--- src/rtl/lfsa_ram.sv ---
// ----------------------------------------------------------------------------
// lfsa_ram
// Generic simple dual-port RAM: one write port, one registered read port.
// ----------------------------------------------------------------------------
`timescale 1ns / 1ps
`default_nettype none

module lfsa_ram #(
  parameter int WIDTH = 32,
  parameter int DEPTH = 64
) (
  input  wire logic                     clk,
  input  wire logic                     we,
  input  wire logic [$clog2(DEPTH)-1:0] waddr,
  input  wire logic [WIDTH-1:0]         wdata,
  input  wire logic [$clog2(DEPTH)-1:0] raddr,
  output logic      [WIDTH-1:0]         rdata
);

  logic [WIDTH-1:0] mem [DEPTH];

  always_ff @(posedge clk) begin
    if (we) begin
      mem[waddr] <= wdata;
    end
    rdata <= mem[raddr];
  end

endmodule

`default_nettype wire

--- config.mk ---
export PLATFORM = sky130hd
export DESIGN_NAME = lfsa_ram
export DESIGN_NICKNAME = d
export VERILOG_FILES = /design/src/rtl/lfsa_ram.sv
export SDC_FILE = /design/constraint.sdc
export NUM_CORES = 2
export LEC_CHECK = 0
export ABC_CLOCK_PERIOD_IN_PS = 12370
export BUFFER_PORTS_ARGS = -buffer_cell sky130_fd_sc_hd__buf_2
export CAP_MARGIN = 20
export CELL_PAD_IN_SITES_DETAIL_PLACEMENT = 0
export CELL_PAD_IN_SITES_GLOBAL_PLACEMENT = 1
export CORE_MARGIN = 3
export CORE_UTILIZATION = 50
export CTS_CLUSTER_DIAMETER = 30
export DETAILED_ROUTE_END_ITERATION = 8
export GPL_ROUTABILITY_DRIVEN = 0
export GPL_TIMING_DRIVEN = 0
export PLACE_DENSITY_LB_ADDON = 0.1
export SLEW_MARGIN = 15
export SYNTH_ARGS = -nofsm -noshare
export SYNTH_HDL_FRONTEND = slang
export SYNTH_SLANG_ARGS = --single-unit
--- constraint.sdc ---
create_clock -name clk -period 12.37 [get_ports clk]
set_clock_uncertainty 0.15 [all_clocks]
set_input_delay 3.0925 -clock clk [delete_from_list [all_inputs] [get_ports clk]]
set_output_delay 3.0925 -clock clk [all_outputs]
set_load 0.03 [all_outputs]
==> summary.txt <==
Power and ir drop
  • P_leak: about 32 nW
  • Pwr dens: approximately 200 nW/um2
  • Max VDD drop: ~0.15 mV

Synth
  • Post-synth cell types: 34
  • Number of enable flip-flop cells after synthesis: 2048
  • Synth area leader: edfxtp_1
  • Synth async-reset ratio: 0
  • Dominant synthesized flop cell: edfxtp_1
  • Sequential fraction of the synthesis area: 0.7914
  • Yosys top cell area share: 0.7833
  • Post-Syn Area: 78520 um2
  • Synth Warn #: 0
  • Register bit count reported by yosys: about 2100
  • Syn avg cell area: between 20 and 25 um2
  • Most frequent cell after synthesis: edfxtp_1
  • Top cells by count, synth: edfxtp_1 (2048), mux4_2 (544), nor2_1 (137)
  • Area contributors post-synth: edfxtp_1 (78%), mux4_2 (16%), mux2i_1 (1.2%), dfxtp_1 (0.82%), o22ai_1 (0.67%)
  • Post-Syn Nets: approximately 3400
  • Syn Inst Count: ~3300

Place
  • Placed insts: ~5600
  • DP HPWL: approximately 160000 um
  • Placed Area: roughly 85000 um2
  • PortBufs: 69

Clock network
  • Clock Latency Late Sink: 950 ps
  • CTS tree: done
  • Post_cts resized: 0
  • CTS Buffer Depth: 4
  • CTS Root Buffer Type: clkbuf_16
  • CTS Buf Count: 403
  • Clock H-tree levels: 5
  • Total number of clock tree sinks: 2080
  • Post-CTS setup buffer count: 0
  • CTS Hold Buffers Added: 0
  • Clock transition at path regs: approximately 50 ps

STA
  • Final setup violating endpoints: 0
  • RSZ-0062 raised after global routing: false
  • Minimum clock period: approximately 7000 ps
  • Least-Margin Pin Slew: around 1200 ps
  • Endpoints failing hold: 0
  • Max-slew violations: 0
  • Tcrit/Tclk final: 0.5751
  • Hold slack: around 800 ps
  • Slew margin rel.: 0.1801
  • Setup TNS: 0 ps
  • F_max: between 100 and 150 MHz

Hold path
  • Worst hold stages: 4
  • Hold Startpoint: mem[12][17]
  • Hold EP: rdata[17]
  • Tightest Hold Check Type: flop to flop

Worst setup path
  • Required @ worst endpoint: between 10000 and 15000 ps
  • Reg2Reg Depth: 4
  • CP Capture Type: flop
  • Crit start category: input pin
  • Kind of critical path: input pin to flop
  • Reg2Reg Capture Point: rdata[18]
  • Arrival time at the worst endpoint: just under 8000 ps
  • Crit-path max FO: 10
  • R2r startpoint: mem[27][18]
  • Flop-to-flop setup slack: 9440 ps

Floorplanning
  • Die area: about 160000 um2
  • Initial Util: 0.5067
  • Die H: around 400 um
  • Die X: 402.3 um
  • CORE AREA: between 150000 and 200000 um2
  • IO Pins: 78
  • Row cnt: approximately 140

Route
  • Drt total wl: about 240000 um
  • First drt pass iteration count: 7
  • Vias after detailed routing: between 40000 and 50000
  • Drt drc: 0
  • Vias per Instance: roughly 6.4
  • Antenna violation net count after detailed routing: 0
  • DR WL/cell: ~38 um
  • Initial DRC Count: roughly 6000

Final layout
  • Area of the multi-input gates: about 16000 um2
  • Final instance area: between 90000 and 100000 um2
  • Non-Filler Instances: approximately 6300
  • Fill cells: 10200
  • FF/Latch Area: approximately 62000 um2
  • Syn-to-layout area delta: 25.51%
  • Layout cells sized above 1: 0.3643
  • Post-layout nets: 3977

GRT
  • Global Route Usage Sum: 0.3029
  • Vias in the first global route: roughly 40000
  • GR peak layer: met2
  • Met2 usage: 0.4758
  • Total gr overflow: 0
  • Initial antenna violation count: 22
  • GR Util met1: 0.4021
  • First-pass GRT wire length: roughly 330000 um
  • GR Util met3: 0.08639
  • Largest net degree at the start of global routing: 65

Run
  • Maxcap violations: 0

Run status
  • Result of the run: finished, final reports clean
## sequential cells by signal, summed over array words and instances (netlist names)
register and flops:
mem 2048, rdata 32
## metrics by stage
step                utilization  setup slack, ps  total power [W]
floorplan                     -             5968         0.008376
global placement         0.5255             2803         0.008782
detailed placement       0.5464             4563         0.008826
CTS                      0.6349             5534          0.01970
global route             0.6359             5355          0.02013
finish                   0.6360             5256          0.01962
## critical path, cell delays in order
cell and delay, ps:
buf_2 380, buf_2 420, buf_2 470, buf_1 890
nand3b_1 690, o221ai_1 510, a21oi_1 230, a21oi_1 800
nor2_1 200
## routing by layer
layer,part of all wire,up-vias,wire [um]
met3,0.11,484,26090
met2,0.48,2539,116200
li1,-,15720,-
met4,0.042,10,10200
met1,0.37,21710,89250
met5,0.0016,-,393
## power breakdown
part	internal, W	switching (W)
sequential	0.00782	0.0000197
clock	0.00731	0.00360
combinational	0.000279	0.000591
total	0.0154	0.00421
## layout make-up
class	instances	share of cell area
antenna	9	0.0002285
buffer	182	0.009091
clock buffer	454	0.1064
clock inverter	275	0.03264
multi-input combinational	1062	0.1620
sequential	2080	0.6305
tap	2044	0.02595
timing repair buffer	202	0.03310
## placed cells by master (no fill, tap or decap), types with 32 or more instances in the layout
cell type   count
clkbuf_16     413
buf_16         52
clkinv_1       47
nor2_4         62
dfxtp_1        32
nor2_1         75
buf_12         57
edfxtp_1     2048
clkbuf_1      110
a21oi_1        62
clkinv_4       34
buf_2         107
clkinvlp_4     45
bufinv_16      58
mux4_2        544
inv_6          33
mux2i_1        93
clkinv_2       43
o22ai_1        84
buf_4          53
## worst max-delay path by stage
stage                     startpoint           to  depth (start not counted)
final                       raddr[1]    rdata[15]                          9
after CTS                   raddr[1]    rdata[15]                          9
after global placement      waddr[3]  mem[48][22]                          4
after floorplan             waddr[3]   mem[48][0]                          4
after detailed placement    raddr[1]    rdata[15]                          9
after global routing        raddr[1]    rdata[15]                          9
## logic make-up after synthesis
kind of cell | count (synthesis) | synth area share
AOI/OAI and AO/OA | 202 | 0.01673
buffers and inverters | 182 | 0.01128
DFF | 2080 | 0.7914
muxes | 637 | 0.1679
and+or+nand+nor | 223 | 0.01265
Power figures use the tool's default switching activity.
